`src/rtl/dsl_pkg.sv`:
```
// ============================================================================
// dsl_pkg: shared types and constants for the DSL token lexer
// Result word layout, scan modes, token type and error codes, keyword table.
// ============================================================================
package dsl_pkg;

    typedef enum logic [3:0] {
        M_IDLE,
        M_COLON,
        M_LBRACK,
        M_EQUALS,
        M_SLASH,
        M_LINECOM,
        M_BLOCK,
        M_STAR,
        M_NUMBER,
        M_IDENT,
        M_CODE,
        M_CODEBR
    } scan_mode_t;

    // token types
    localparam logic [4:0] TOK_EOF    = 5'd0;
    localparam logic [4:0] TOK_ERR    = 5'd1;
    localparam logic [4:0] TOK_LBRACE = 5'd2;
    localparam logic [4:0] TOK_RBRACE = 5'd3;
    localparam logic [4:0] TOK_LPAREN = 5'd4;
    localparam logic [4:0] TOK_RPAREN = 5'd5;
    localparam logic [4:0] TOK_COLON  = 5'd6;
    localparam logic [4:0] TOK_DCOLON = 5'd7;
    localparam logic [4:0] TOK_SEMI   = 5'd8;
    localparam logic [4:0] TOK_STAR   = 5'd9;
    localparam logic [4:0] TOK_COMMA  = 5'd10;
    localparam logic [4:0] TOK_LBRACK = 5'd11;
    localparam logic [4:0] TOK_RBRACK = 5'd12;
    localparam logic [4:0] TOK_ARROW  = 5'd13;
    localparam logic [4:0] TOK_NUMBER = 5'd14;
    localparam logic [4:0] TOK_CODE   = 5'd15;
    localparam logic [4:0] TOK_IDENT  = 5'd16;
    localparam logic [4:0] TOK_KW0    = 5'd17;

    // error codes
    localparam logic [2:0] ERR_NONE    = 3'd0;
    localparam logic [2:0] ERR_ARROW   = 3'd1;
    localparam logic [2:0] ERR_SLASH   = 3'd2;
    localparam logic [2:0] ERR_COMMENT = 3'd3;
    localparam logic [2:0] ERR_CODE    = 3'd4;
    localparam logic [2:0] ERR_START   = 3'd5;

    localparam int NUM_KW = 9;
    localparam logic [3:0] IDENT_LEN_MAX = 4'd15;

    // keywords, right-justified; char i of a keyword of length L sits at byte L-1-i
    localparam logic [79:0] KW_TEXT [NUM_KW] = '{
        80'("type"), 80'("conversion"), 80'("register"), 80'("operation"),
        80'("costs"), 80'("impl"), 80'("tile"), 80'("as"), 80'("runtime")
    };
    localparam logic [3:0] KW_LEN [NUM_KW] = '{
        4'd4, 4'd10, 4'd8, 4'd9, 4'd5, 4'd4, 4'd4, 4'd2, 4'd7
    };

    typedef struct packed {
        logic        kind;
        logic [4:0]  token_type;
        logic [7:0]  text_byte;
        logic [2:0]  error_code;
        logic [23:0] start_line;
        logic        last;
    } result_t;

    // up to three result words for one character
    typedef struct packed {
        result_t [2:0] res;
        logic [1:0]    count;
    } lex_out_t;

    // drop keyword candidates that do not match character c at position len
    function automatic logic [NUM_KW-1:0] kw_step(logic [NUM_KW-1:0] cand,
                                                   logic [3:0] len,
                                                   logic [7:0] c);
        logic [NUM_KW-1:0] r;
        logic [79:0]       sh;
        r = cand;
        for (int k = 0; k < NUM_KW; k++)
        begin
            sh = '0;
            if (len >= KW_LEN[k])
            begin
                r[k] = 1'b0;
            end
            else
            begin
                sh = KW_TEXT[k] >> (8 * (int'(KW_LEN[k]) - 1 - int'(len)));
                if (sh[7:0] != c)
                begin
                    r[k] = 1'b0;
                end
            end
        end
        return r;
    endfunction

    // first surviving keyword of exactly the seen length, else plain identifier
    function automatic logic [4:0] kw_type(logic [NUM_KW-1:0] cand, logic [3:0] len);
        logic [4:0] r;
        r = TOK_IDENT;
        for (int k = NUM_KW - 1; k >= 0; k--)
        begin
            if (cand[k] && len == KW_LEN[k])
            begin
                r = TOK_KW0 + 5'(k);
            end
        end
        return r;
    endfunction

endpackage

```
`src/rtl/dsl_char_if.sv`:
```
// ============================================================================
// dsl_char_if: character input channel
// One character byte per word, valid/ready handshake.
// ============================================================================
interface dsl_char_if;
    logic       valid;
    logic       ready;
    logic [7:0] ch;

    modport source (output valid, output ch, input ready);
    modport sink   (input valid, input ch, output ready);
endinterface

```
`src/rtl/dsl_tok_if.sv`:
```
// ============================================================================
// dsl_tok_if: token result channel
// One result word per handshake: text byte, token done, error or end of file.
// ============================================================================
interface dsl_tok_if;
    logic        valid;
    logic        ready;
    logic        kind;
    logic [4:0]  token_type;
    logic [7:0]  text_byte;
    logic [2:0]  error_code;
    logic [23:0] start_line;
    logic        last;

    modport source (output valid, output kind, output token_type, output text_byte,
                    output error_code, output start_line, output last,
                    input ready);
    modport sink   (input valid, input kind, input token_type, input text_byte,
                    input error_code, input start_line, input last,
                    output ready);
endinterface

```
`src/rtl/dsl_token_lexer.sv`:
```
// ============================================================================
// dsl_token_lexer: streaming lexer for a small table-description language
// Character stream in, token text bytes and token-done words out.
// ============================================================================
// One character is taken per word on chars; byte 0 ends the input. Each
// character yields zero to three result words on tokens (text byte, token
// done, error, end of file), and the last word of a character has last set.
// A character is accepted in the cycle after the previous one was lexed as
// long as it produced at most one word and tokens keeps ready high, so
// steady text runs at one character per clock. A character that produces
// more than one word holds the input until the single-word output port
// has drained a three-entry result register to its last word. Lexing is
// combinational logic from the accepted character into that result
// register. Line numbers count newline bytes, saturate at 2^LINE_BITS-1,
// and appear on start_line truncated or zero-extended to 24 bits.
module dsl_token_lexer #(
    parameter int LINE_BITS = 24
) (
    input  logic              clk,
    input  logic              rst_n,
    dsl_char_if.sink          chars,
    dsl_tok_if.source         tokens
);

    dsl_pkg::lex_out_t        lex;
    dsl_pkg::result_t [2:0]   q_reg, q_next;
    logic [1:0]               cnt_reg, cnt_next;
    logic                     fire;
    logic                     pop;

    // pending words: q_reg[0] is on the port, the rest wait behind it
    assign pop         = (cnt_reg != 2'd0) && tokens.ready;
    assign chars.ready = (cnt_reg == 2'd0) || (cnt_reg == 2'd1 && tokens.ready);
    assign fire        = chars.valid && chars.ready;

    dsl_lex_core #(
        .LINE_BITS (LINE_BITS)
    ) u_core (
        .clk   (clk),
        .rst_n (rst_n),
        .step  (fire),
        .ch    (chars.ch),
        .lex   (lex)
    );

    always_comb
    begin
        q_next   = q_reg;
        cnt_next = cnt_reg;
        if (fire)
        begin
            // queue is empty or its only word leaves this cycle
            q_next   = lex.res;
            cnt_next = lex.count;
        end
        else if (pop)
        begin
            q_next[0] = q_reg[1];
            q_next[1] = q_reg[2];
            cnt_next  = cnt_reg - 2'd1;
        end
    end

    always_ff @(posedge clk or negedge rst_n)
    begin
        if (!rst_n)
        begin
            cnt_reg <= 2'd0;
        end
        else
        begin
            cnt_reg <= cnt_next;
        end
    end

    always_ff @(posedge clk)
    begin
        q_reg <= q_next;
    end

    assign tokens.valid      = (cnt_reg != 2'd0);
    assign tokens.kind       = q_reg[0].kind;
    assign tokens.token_type = q_reg[0].token_type;
    assign tokens.text_byte  = q_reg[0].text_byte;
    assign tokens.error_code = q_reg[0].error_code;
    assign tokens.start_line = q_reg[0].start_line;
    assign tokens.last       = q_reg[0].last;

endmodule

```
`src/rtl/dsl_lex_core.sv`:
```
// ============================================================================
// dsl_lex_core: scanner state and per-character next-state logic
// Holds mode, line counters and keyword tracking; produces up to three words.
// ============================================================================
module dsl_lex_core #(
    parameter int LINE_BITS = 24
) (
    input  logic               clk,
    input  logic               rst_n,
    input  logic               step,
    input  logic [7:0]         ch,
    output dsl_pkg::lex_out_t  lex
);

    dsl_pkg::scan_mode_t             mode_reg, mode_next;
    logic [LINE_BITS-1:0]            line_reg, line_next;
    logic [LINE_BITS-1:0]            tline_reg, tline_next;
    logic [dsl_pkg::NUM_KW-1:0]      cand_reg, cand_next;
    logic [3:0]                      len_reg, len_next;

    logic [1:0]                      n;
    dsl_pkg::result_t [2:0]          res;
    logic                            do_fresh;

    function automatic logic [23:0] to_out(logic [LINE_BITS-1:0] v);
        logic [LINE_BITS+23:0] w;
        w = {24'd0, v};
        return w[23:0];
    endfunction

    function automatic dsl_pkg::result_t mk(logic kind, logic [4:0] tt, logic [7:0] b,
                                            logic [2:0] err, logic [LINE_BITS-1:0] ln);
        dsl_pkg::result_t r;
        r.kind       = kind;
        r.token_type = tt;
        r.text_byte  = b;
        r.error_code = err;
        r.start_line = to_out(ln);
        r.last       = 1'b0;
        return r;
    endfunction

    function automatic logic is_digit(logic [7:0] c);
        return c inside {["0":"9"]};
    endfunction

    function automatic logic is_alpha(logic [7:0] c);
        return c inside {["a":"z"], ["A":"Z"]};
    endfunction

    function automatic logic is_space(logic [7:0] c);
        return c inside {" ", [8'd9:8'd13]};
    endfunction

    always_comb
    begin
        mode_next  = mode_reg;
        tline_next = tline_reg;
        cand_next  = cand_reg;
        len_next   = len_reg;
        n          = 2'd0;
        res        = '0;
        do_fresh   = 1'b0;

        line_next = line_reg;
        if (ch == 8'h0A && line_reg != '1)
        begin
            line_next = line_reg + LINE_BITS'(1);
        end

        case (mode_reg)
            dsl_pkg::M_COLON:
            begin
                if (ch == ":")
                begin
                    res[n] = mk(1'b1, dsl_pkg::TOK_DCOLON, 8'd0, dsl_pkg::ERR_NONE, tline_next);
                    n = n + 2'd1;
                    mode_next = dsl_pkg::M_IDLE;
                end
                else
                begin
                    res[n] = mk(1'b1, dsl_pkg::TOK_COLON, 8'd0, dsl_pkg::ERR_NONE, tline_next);
                    n = n + 2'd1;
                    do_fresh = 1'b1;
                end
            end
            dsl_pkg::M_LBRACK:
            begin
                if (ch == "[")
                begin
                    mode_next = dsl_pkg::M_CODE;
                end
                else
                begin
                    res[n] = mk(1'b1, dsl_pkg::TOK_LBRACK, 8'd0, dsl_pkg::ERR_NONE, tline_next);
                    n = n + 2'd1;
                    do_fresh = 1'b1;
                end
            end
            dsl_pkg::M_EQUALS:
            begin
                if (ch == ">")
                begin
                    res[n] = mk(1'b1, dsl_pkg::TOK_ARROW, 8'd0, dsl_pkg::ERR_NONE, tline_next);
                    n = n + 2'd1;
                end
                else
                begin
                    res[n] = mk(1'b1, dsl_pkg::TOK_ERR, 8'd0, dsl_pkg::ERR_ARROW, tline_next);
                    n = n + 2'd1;
                    if (ch == 8'd0)
                    begin
                        res[n] = mk(1'b1, dsl_pkg::TOK_EOF, 8'd0, dsl_pkg::ERR_NONE, line_next);
                        n = n + 2'd1;
                    end
                end
                mode_next = dsl_pkg::M_IDLE;
            end
            dsl_pkg::M_SLASH:
            begin
                if (ch == "/")
                begin
                    mode_next = dsl_pkg::M_LINECOM;
                end
                else if (ch == "*")
                begin
                    mode_next = dsl_pkg::M_BLOCK;
                end
                else
                begin
                    res[n] = mk(1'b1, dsl_pkg::TOK_ERR, 8'd0, dsl_pkg::ERR_SLASH, tline_next);
                    n = n + 2'd1;
                    if (ch == 8'd0)
                    begin
                        res[n] = mk(1'b1, dsl_pkg::TOK_EOF, 8'd0, dsl_pkg::ERR_NONE, line_next);
                        n = n + 2'd1;
                    end
                    mode_next = dsl_pkg::M_IDLE;
                end
            end
            dsl_pkg::M_LINECOM:
            begin
                if (ch == 8'h0A)
                begin
                    mode_next = dsl_pkg::M_IDLE;
                end
                else if (ch == 8'd0)
                begin
                    do_fresh = 1'b1;
                end
            end
            dsl_pkg::M_BLOCK, dsl_pkg::M_STAR:
            begin
                if (ch == 8'd0)
                begin
                    res[n] = mk(1'b1, dsl_pkg::TOK_ERR, 8'd0, dsl_pkg::ERR_COMMENT, tline_next);
                    n = n + 2'd1;
                    res[n] = mk(1'b1, dsl_pkg::TOK_EOF, 8'd0, dsl_pkg::ERR_NONE, line_next);
                    n = n + 2'd1;
                    mode_next = dsl_pkg::M_IDLE;
                end
                else if (ch == "/" && mode_reg == dsl_pkg::M_STAR)
                begin
                    mode_next = dsl_pkg::M_IDLE;
                end
                else if (ch == "*")
                begin
                    mode_next = dsl_pkg::M_STAR;
                end
                else
                begin
                    mode_next = dsl_pkg::M_BLOCK;
                end
            end
            dsl_pkg::M_NUMBER:
            begin
                if (is_digit(ch))
                begin
                    res[n] = mk(1'b0, dsl_pkg::TOK_NUMBER, ch, dsl_pkg::ERR_NONE, tline_next);
                    n = n + 2'd1;
                end
                else
                begin
                    res[n] = mk(1'b1, dsl_pkg::TOK_NUMBER, 8'd0, dsl_pkg::ERR_NONE, tline_next);
                    n = n + 2'd1;
                    do_fresh = 1'b1;
                end
            end
            dsl_pkg::M_IDENT:
            begin
                if (is_alpha(ch) || is_digit(ch) || ch == "_")
                begin
                    cand_next = dsl_pkg::kw_step(cand_reg, len_reg, ch);
                    if (len_reg != dsl_pkg::IDENT_LEN_MAX)
                    begin
                        len_next = len_reg + 4'd1;
                    end
                    res[n] = mk(1'b0, dsl_pkg::TOK_IDENT, ch, dsl_pkg::ERR_NONE, tline_next);
                    n = n + 2'd1;
                end
                else
                begin
                    res[n] = mk(1'b1, dsl_pkg::kw_type(cand_reg, len_reg), 8'd0,
                                dsl_pkg::ERR_NONE, tline_next);
                    n = n + 2'd1;
                    do_fresh = 1'b1;
                end
            end
            dsl_pkg::M_CODEBR:
            begin
                if (ch == "]")
                begin
                    res[n] = mk(1'b1, dsl_pkg::TOK_CODE, 8'd0, dsl_pkg::ERR_NONE, tline_next);
                    n = n + 2'd1;
                    mode_next = dsl_pkg::M_IDLE;
                end
                else
                begin
                    // lone bracket inside code is plain text
                    res[n] = mk(1'b0, dsl_pkg::TOK_CODE, "]", dsl_pkg::ERR_NONE, tline_next);
                    n = n + 2'd1;
                    if (ch == 8'd0)
                    begin
                        res[n] = mk(1'b1, dsl_pkg::TOK_ERR, 8'd0, dsl_pkg::ERR_CODE, tline_next);
                        n = n + 2'd1;
                        res[n] = mk(1'b1, dsl_pkg::TOK_EOF, 8'd0, dsl_pkg::ERR_NONE, line_next);
                        n = n + 2'd1;
                        mode_next = dsl_pkg::M_IDLE;
                    end
                    else
                    begin
                        res[n] = mk(1'b0, dsl_pkg::TOK_CODE, ch, dsl_pkg::ERR_NONE, tline_next);
                        n = n + 2'd1;
                        mode_next = dsl_pkg::M_CODE;
                    end
                end
            end
            dsl_pkg::M_CODE:
            begin
                if (ch == 8'd0)
                begin
                    res[n] = mk(1'b1, dsl_pkg::TOK_ERR, 8'd0, dsl_pkg::ERR_CODE, tline_next);
                    n = n + 2'd1;
                    res[n] = mk(1'b1, dsl_pkg::TOK_EOF, 8'd0, dsl_pkg::ERR_NONE, line_next);
                    n = n + 2'd1;
                    mode_next = dsl_pkg::M_IDLE;
                end
                else if (ch == "]")
                begin
                    mode_next = dsl_pkg::M_CODEBR;
                end
                else
                begin
                    res[n] = mk(1'b0, dsl_pkg::TOK_CODE, ch, dsl_pkg::ERR_NONE, tline_next);
                    n = n + 2'd1;
                end
            end
            default:
            begin
                do_fresh = 1'b1;
            end
        endcase

        // lex the character from a token boundary
        if (do_fresh)
        begin
            mode_next = dsl_pkg::M_IDLE;
            if (ch == 8'd0)
            begin
                res[n] = mk(1'b1, dsl_pkg::TOK_EOF, 8'd0, dsl_pkg::ERR_NONE, line_next);
                n = n + 2'd1;
            end
            else if (!is_space(ch))
            begin
                tline_next = line_next;
                case (ch)
                    "{":
                    begin
                        res[n] = mk(1'b1, dsl_pkg::TOK_LBRACE, 8'd0, dsl_pkg::ERR_NONE, tline_next);
                        n = n + 2'd1;
                    end
                    "}":
                    begin
                        res[n] = mk(1'b1, dsl_pkg::TOK_RBRACE, 8'd0, dsl_pkg::ERR_NONE, tline_next);
                        n = n + 2'd1;
                    end
                    "(":
                    begin
                        res[n] = mk(1'b1, dsl_pkg::TOK_LPAREN, 8'd0, dsl_pkg::ERR_NONE, tline_next);
                        n = n + 2'd1;
                    end
                    ")":
                    begin
                        res[n] = mk(1'b1, dsl_pkg::TOK_RPAREN, 8'd0, dsl_pkg::ERR_NONE, tline_next);
                        n = n + 2'd1;
                    end
                    ";":
                    begin
                        res[n] = mk(1'b1, dsl_pkg::TOK_SEMI, 8'd0, dsl_pkg::ERR_NONE, tline_next);
                        n = n + 2'd1;
                    end
                    "*":
                    begin
                        res[n] = mk(1'b1, dsl_pkg::TOK_STAR, 8'd0, dsl_pkg::ERR_NONE, tline_next);
                        n = n + 2'd1;
                    end
                    ",":
                    begin
                        res[n] = mk(1'b1, dsl_pkg::TOK_COMMA, 8'd0, dsl_pkg::ERR_NONE, tline_next);
                        n = n + 2'd1;
                    end
                    "]":
                    begin
                        res[n] = mk(1'b1, dsl_pkg::TOK_RBRACK, 8'd0, dsl_pkg::ERR_NONE, tline_next);
                        n = n + 2'd1;
                    end
                    ":": mode_next = dsl_pkg::M_COLON;
                    "[": mode_next = dsl_pkg::M_LBRACK;
                    "=": mode_next = dsl_pkg::M_EQUALS;
                    "/": mode_next = dsl_pkg::M_SLASH;
                    default:
                    begin
                        if (is_digit(ch))
                        begin
                            mode_next = dsl_pkg::M_NUMBER;
                            res[n] = mk(1'b0, dsl_pkg::TOK_NUMBER, ch, dsl_pkg::ERR_NONE,
                                        tline_next);
                            n = n + 2'd1;
                        end
                        else if (is_alpha(ch))
                        begin
                            mode_next = dsl_pkg::M_IDENT;
                            cand_next = dsl_pkg::kw_step('1, 4'd0, ch);
                            len_next  = 4'd1;
                            res[n] = mk(1'b0, dsl_pkg::TOK_IDENT, ch, dsl_pkg::ERR_NONE,
                                        tline_next);
                            n = n + 2'd1;
                        end
                        else
                        begin
                            res[n] = mk(1'b1, dsl_pkg::TOK_ERR, 8'd0, dsl_pkg::ERR_START,
                                        tline_next);
                            n = n + 2'd1;
                        end
                    end
                endcase
            end
        end

        for (int i = 0; i < 3; i++)
        begin
            res[i].last = (2'(i) + 2'd1 == n);
        end
    end

    assign lex.res   = res;
    assign lex.count = n;

    always_ff @(posedge clk or negedge rst_n)
    begin
        if (!rst_n)
        begin
            mode_reg  <= dsl_pkg::M_IDLE;
            line_reg  <= LINE_BITS'(1);
            tline_reg <= LINE_BITS'(1);
            cand_reg  <= '0;
            len_reg   <= 4'd0;
        end
        else if (step)
        begin
            mode_reg  <= mode_next;
            line_reg  <= line_next;
            tline_reg <= tline_next;
            cand_reg  <= cand_next;
            len_reg   <= len_next;
        end
    end

endmodule

```
`src/flat_wrapper.sv`:
```
// flat-port wrapper written by rule: the top's interface ports become plain ports
module dsl_token_lexer_flat 
#(
    parameter int LINE_BITS = 24
)
  (clk, rst_n, chars_valid, chars_ch, chars_ready, tokens_valid, tokens_kind, tokens_token_type, tokens_text_byte, tokens_error_code, tokens_start_line, tokens_last, tokens_ready);
  dsl_char_if chars_i ();
  dsl_tok_if tokens_i ();
  input  logic clk;
  input  logic rst_n;
  input wire logic [$bits(chars_i.valid)-1:0] chars_valid;
  input wire logic [$bits(chars_i.ch)-1:0] chars_ch;
  output wire logic [$bits(chars_i.ready)-1:0] chars_ready;
  output wire logic [$bits(tokens_i.valid)-1:0] tokens_valid;
  output wire logic [$bits(tokens_i.kind)-1:0] tokens_kind;
  output wire logic [$bits(tokens_i.token_type)-1:0] tokens_token_type;
  output wire logic [$bits(tokens_i.text_byte)-1:0] tokens_text_byte;
  output wire logic [$bits(tokens_i.error_code)-1:0] tokens_error_code;
  output wire logic [$bits(tokens_i.start_line)-1:0] tokens_start_line;
  output wire logic [$bits(tokens_i.last)-1:0] tokens_last;
  input wire logic [$bits(tokens_i.ready)-1:0] tokens_ready;
  assign chars_i.valid = chars_valid;
  assign chars_i.ch = chars_ch;
  assign chars_ready = chars_i.ready;
  assign tokens_valid = tokens_i.valid;
  assign tokens_kind = tokens_i.kind;
  assign tokens_token_type = tokens_i.token_type;
  assign tokens_text_byte = tokens_i.text_byte;
  assign tokens_error_code = tokens_i.error_code;
  assign tokens_start_line = tokens_i.start_line;
  assign tokens_last = tokens_i.last;
  assign tokens_i.ready = tokens_ready;
  dsl_token_lexer #(.LINE_BITS(LINE_BITS)) u_core (.clk(clk), .rst_n(rst_n), .chars(chars_i), .tokens(tokens_i));
endmodule
```
`config.mk`:
```
export PLATFORM = sky130hd
export DESIGN_NAME = dsl_token_lexer_flat
export DESIGN_NICKNAME = d
export VERILOG_FILES = /design/src/rtl/dsl_pkg.sv /design/src/rtl/dsl_char_if.sv /design/src/rtl/dsl_tok_if.sv /design/src/rtl/dsl_token_lexer.sv /design/src/rtl/dsl_lex_core.sv /design/src/flat_wrapper.sv
export SDC_FILE = /design/constraint.sdc
export NUM_CORES = 1
export LEC_CHECK = 0
export BUFFER_PORTS_ARGS = -buffer_cell sky130_fd_sc_hd__buf_2
export CORE_MARGIN = 2
export CORE_UTILIZATION = 55
export CTS_CLUSTER_SIZE = 30
export DETAILED_ROUTE_END_ITERATION = 16
export HOLD_SLACK_MARGIN = 0.02
export PLACE_DENSITY = 0.73
export SYNTH_ARGS = -nofsm -noshare
export SYNTH_HDL_FRONTEND = slang
export SYNTH_HIERARCHICAL = 1
export SYNTH_SLANG_ARGS = --single-unit
```
`constraint.sdc`:
```
create_clock -name clk -period 3.8 [get_ports clk]
set_input_delay 0.19 -clock clk [delete_from_list [all_inputs] [get_ports clk]]
set_output_delay 0.19 -clock clk [all_outputs]
set_load 0.02 [all_outputs]
```
==> flow_summary.html <==
<table>
<tr><th>Metric</th><th>Value</th></tr>
<tr><th colspan="2">Worst setup path</th></tr>
<tr><td>Worst setup path category</td><td>register to register</td></tr>
<tr><td>Sum of buffers and inverters on the critical path</td><td>2</td></tr>
<tr><td>Startpoint types</td><td>register</td></tr>
<tr><td>Family of cells with the greatest summed delay on the critical path</td><td>simple AND/OR/NAND/NOR gates</td></tr>
<tr><td>Max Fanout on Critical Path</td><td>7</td></tr>
<tr><td>Critical Path Sink Type</td><td>register</td></tr>
<tr><td>Worst path required time</td><td>4000 ps</td></tr>
<tr><td>Arrival time of data at the critical path endpoint</td><td>3580 ps</td></tr>
<tr><td>Crit path cell chain</td><td>inv_1 -&gt; nor2_1 -&gt; nor4b_1 -&gt; nand3b_2 -&gt; a2111oi_4 -&gt; ha_1 -&gt; nand3_1 -&gt; buf_4 -&gt; nor3_1 -&gt; o21ai_0 -&gt; a21boi_0 -&gt; mux2_2</td></tr>
<tr><td>Crit-path max cell delay</td><td>roughly 570 ps</td></tr>
<tr><td>Slowest stage cell on the critical path</td><td>nor4b_1</td></tr>
<tr><th colspan="2">GRT</th></tr>
<tr><td>GR Util All Layers</td><td>26.8%</td></tr>
<tr><td>Via count of the first global-routing pass</td><td>between 9000 and 10000</td></tr>
<tr><td>First-pass GRT wire length</td><td>52300 um</td></tr>
<tr><td>Largest net degree at the start of global routing</td><td>between 50 and 60</td></tr>
<tr><td>Total overflow reported by the global router</td><td>0</td></tr>
<tr><td>Initial antenna violation count</td><td>0</td></tr>
<tr><th colspan="2">Clock tree</th></tr>
<tr><td># H-tree levels</td><td>4</td></tr>
<tr><td>Maximum count of clock buffers along a single path</td><td>2</td></tr>
<tr><td>Clock transition at the registers of the reported paths</td><td>around 80 ps</td></tr>
<tr><td>Inserted Clock Buffers</td><td>17</td></tr>
<tr><td>Clock latency at the later pin of the worst-skew pair</td><td>450 ps</td></tr>
<tr><td>Clock tree from TritonCTS</td><td>done</td></tr>
<tr><td>Clk sinks</td><td>slightly below 200</td></tr>
<tr><td>Clock root buffer master</td><td>clkbuf_16</td></tr>
<tr><th colspan="2">Yosys</th></tr>
<tr><td>Syn Inst Count</td><td>roughly 1300</td></tr>
<tr><td>Asr flop ratio synth</td><td>a little over a third</td></tr>
<tr><td>Top_reg_cell synth</td><td>edfxtp_1</td></tr>
<tr><td>Post-synthesis sequential element count</td><td>193</td></tr>
<tr><td>Synth Area per Inst</td><td>~9.9 um^2</td></tr>
<tr><td>Library cells used by synthesis</td><td>98</td></tr>
<tr><td>Fraction of the yosys area taken by sequential cells</td><td>41.8%</td></tr>
<tr><td>Share of Yosys cell area claimed by the top area cell type</td><td>29.0%</td></tr>
<tr><td>Number of enable-type register cells in the synthesized netlist</td><td>~130</td></tr>
<tr><td>Most instantiated cells after synthesis</td><td>edfxtp_1, nor2_1, nand2_1, dfrtp_1, mux2_2</td></tr>
<tr><td>Cell type with the largest total area after synthesis</td><td>edfxtp_1</td></tr>
<tr><td>Ranking of synthesized cells by area</td><td>edfxtp_1, dfrtp_1, mux2_2, mux2i_1, nor2_1</td></tr>
<tr><td>Yosys warnings</td><td>6</td></tr>
<tr><td>Most used standard cell by instance count after synthesis</td><td>edfxtp_1</td></tr>
<tr><td>Syn Std Cell Area</td><td>about 0.013 mm^2</td></tr>
<tr><th colspan="2">STA</th></tr>
<tr><td>Fin. Hold Viols</td><td>0</td></tr>
<tr><td>Period minus WS final</td><td>3390 ps</td></tr>
<tr><td>Final setup violating endpoints</td><td>0</td></tr>
<tr><td>Worst-Margin Slew</td><td>947 ps</td></tr>
<tr><td>Number of pins exceeding their max-slew limit in the final report</td><td>0</td></tr>
<tr><td>Relative slew slack</td><td>around 37%</td></tr>
<tr><td>F_max</td><td>approximately 300 MHz</td></tr>
<tr><td>Setup TNS after final layout</td><td>0 ps</td></tr>
<tr><td>Worst path setup slack after routing</td><td>just over 400 ps</td></tr>
<tr><td>Portion of the clock cycle consumed by the worst path in the final layout</td><td>around nine tenths</td></tr>
<tr><td>Clock Skew</td><td>about 18 ps</td></tr>
<tr><td>RSZ-0062 raised after global routing</td><td>false</td></tr>
<tr><th colspan="2">Layout</th></tr>
<tr><td>Number of nets at the end of the flow</td><td>about 1300</td></tr>
<tr><td>Filler instances</td><td>1987</td></tr>
<tr><td>Antenna diode count</td><td>0</td></tr>
<tr><td>Layout cell share with drive strength beyond 1</td><td>21.3%</td></tr>
<tr><td>Sequential cell area</td><td>0.00546 mm^2</td></tr>
<tr><td>Area of all placed cells without fillers</td><td>0.0141 mm^2</td></tr>
<tr><td>Footprint of the multi-input gates</td><td>about 0.0066 mm^2</td></tr>
<tr><td>Growth of design area from synthesis to finish</td><td>8.26%</td></tr>
<tr><td>Max reg flops</td><td>84</td></tr>
<tr><th colspan="2">Floorplanning</th></tr>
<tr><td>Area of the core region</td><td>about 0.023 mm^2</td></tr>
<tr><td>Floorplan die height</td><td>roughly 160 um</td></tr>
<tr><td>Initial core utilization</td><td>between 50% and 60%</td></tr>
<tr><td>I/O pin cnt</td><td>56</td></tr>
<tr><td>Chip width</td><td>158 um</td></tr>
<tr><td>Number of rows in the core area</td><td>56</td></tr>
<tr><td>Die area</td><td>0.0250 mm^2</td></tr>
<tr><th colspan="2">Route</th></tr>
<tr><td>Vias after detailed routing</td><td>between 10000 and 15000</td></tr>
<tr><td>First-pass iteration count of the detailed router</td><td>6</td></tr>
<tr><td>Number of vias per cell after detailed routing</td><td>a little over 6</td></tr>
<tr><td>Avg WL per Cell</td><td>19.8 um</td></tr>
<tr><td>Post-route DRC violation count</td><td>0</td></tr>
<tr><td>Residual antenna-violating net count after detailed routing</td><td>0</td></tr>
<tr><td>Violation count after the first detailed-route iteration</td><td>between 900 and 1000</td></tr>
<tr><td>Routed WL</td><td>about 33000 um</td></tr>
<tr><th colspan="2">Pwr</th></tr>
<tr><td>Switching power summed over all nets</td><td>between 3 and 4 mW</td></tr>
<tr><td>Logic gate share of total power</td><td>46.9%</td></tr>
<tr><td>Clock Power Share</td><td>20.1%</td></tr>
<tr><td>Cell-internal power</td><td>between 5 and 6 mW</td></tr>
<tr><td>Power density relative to cell area</td><td>around 680 mW/mm^2</td></tr>
<tr><td>Sequential Power Share</td><td>33.0%</td></tr>
<tr><td>Largest voltage drop on the vdd net</td><td>0.324 mV</td></tr>
<tr><td>Switching power as a share of total power</td><td>40.2%</td></tr>
<tr><td>Leak pwr</td><td>5.52 nW</td></tr>
<tr><th colspan="2">Flow run</th></tr>
<tr><td>Max capacitance violation total</td><td>0</td></tr>
<tr><th colspan="2">Placed design</th></tr>
<tr><td>Number of buffers inserted by port buffering</td><td>55</td></tr>
<tr><td>Placement-stage worst setup slack</td><td>199 ps</td></tr>
<tr><td>Routability Congestion</td><td>1.01</td></tr>
<tr><td>Total half-perimeter wirelength after legalization and detailed placement</td><td>22100 um</td></tr>
<tr><td>Placement Cell Area</td><td>~0.013 mm^2</td></tr>
<tr><th colspan="2">Min path</th></tr>
<tr><td>Worst hold-check path type</td><td>input port to register</td></tr>
<tr><th colspan="2">Status</th></tr>
<tr><td>Result of the run</td><td>finished clean</td></tr>
</table>
-- power groups by stage --
stage	logic, mW	registers, mW	clock network (mW)
5_1_grt	4.93	3.25	2.06
3_3_place_gp	4.41	3.21	0
4_1_cts	4.50	3.20	1.98
2_1_floorplan	3.59	3.19	0
3_5_place_dp	4.47	3.24	0
6_report	4.54	3.19	1.94
-- cell type report --
| class | instances | area share, % |
|---|---|---|
| Clock inverter | 15 | 1.60 |
| Sequential cell | 193 | 38.6 |
| Tap cell | 319 | 2.82 |
| Timing Repair Buffer | 123 | 6.02 |
| Clock buffer | 17 | 3.01 |
| Multi-Input combinational cell | 926 | 46.5 |
| Inverter | 54 | 1.43 |
-- routing by layer --
layer | GRT usage, % | part of all wire, % | up-vias
met5 | 0 | 0 | -
met4 | 8.62 | 2.4 | 0
met3 | 4.76 | 7.3 | 64
met2 | 41.1 | 45 | 471
met1 | 38.5 | 45 | 4945
li1 | - | - | 4761
-- worst reg2reg max path, stage by stage, from the launching register on --
cell	delay [ps]
dfrtp_1	510
inv_1	220
nor2_1	200
nor4b_1	570
nand3b_2	270
a2111oi_4	50
ha_1	260
nand3_1	110
buf_4	120
nor3_1	30
o21ai_0	350
a21boi_0	170
mux2_2	280
-- metrics by stage --
stage | hold slack (ps) | power, mW | cells | util (%)
after floorplan | -106 | 6.78 | 1318 | -
after global placement | 375 | 7.62 | 1614 | 57.5
after detailed placement | 371 | 7.71 | 1614 | 57.5
after CTS | 173 | 9.67 | 1647 | 60.4
after global routing | 214 | 10.2 | 1647 | 60.4
final | 186 | 9.68 | 1647 | 60.4
-- what timing repair did --
action	CTS	global route
gates resized for setup	0	1
buffers inserted	0	0
endpoints found under the hold margin	34	0
setup endpoints to repair	0	1
hold buffers	1	0
-- final timing paths --
check | start | cells after the start | slack (ps) | to
hold / removal | chars_ch[5] | 3 | 190 | u_core/q_reg[117]
min in group asynchronous | rst_n | 2 | 400 | u_core/u_core/tline_reg[18]
max in group asynchronous | rst_n | 3 | 2510 | u_core/u_core/line_reg[3]
setup / recovery | u_core/u_core/mode_reg[1] | 12 | 410 | u_core/tokens.text_byte[5]
hold reg to reg | u_core/u_core/tline_reg[0] | 2 | 500 | u_core/u_core/tline_reg[0]
setup reg to reg | u_core/u_core/mode_reg[1] | 12 | 410 | u_core/tokens.text_byte[5]
-- logic make-up after synthesis --
group                      Yosys count  synth area share (%)
xor gates and xnor gates            71                  4.76
adders and majority gates           17                  1.63
DFF                                193                  41.8
muxes                              147                  12.9
other                                1                0.0287
and+or+nand+nor                    434                  17.0
buffers and inverters              199                  8.00
AOI/OAI and AO/OA                  254                  13.8
-- placed cells by master, fill, tap and decap left out, types with 7 or more instances in the layout --
cell and count:
ha_1 17, buf_2 55, nor2_1 109, a211oi_1 7
o211ai_1 9, inv_1 48, o22ai_1 36, and2_1 7
buf_4 62, or3_1 7, a31oi_1 12, mux2_2 62
o21ai_0 45, nor2b_1 15, mux2_4 28, mux2i_1 57
nand2b_1 24, nor4b_1 7, xor2_1 30, nand2_1 106
xnor2_1 41, dfrtp_1 65, and3_1 13, nor4_1 7
edfxtp_1 126, nor3_1 41, clkbuf_16 17, a21oi_1 43
nand4_1 15, a32oi_1 9, nand3_1 44
(Power assumes the default switching activity.)
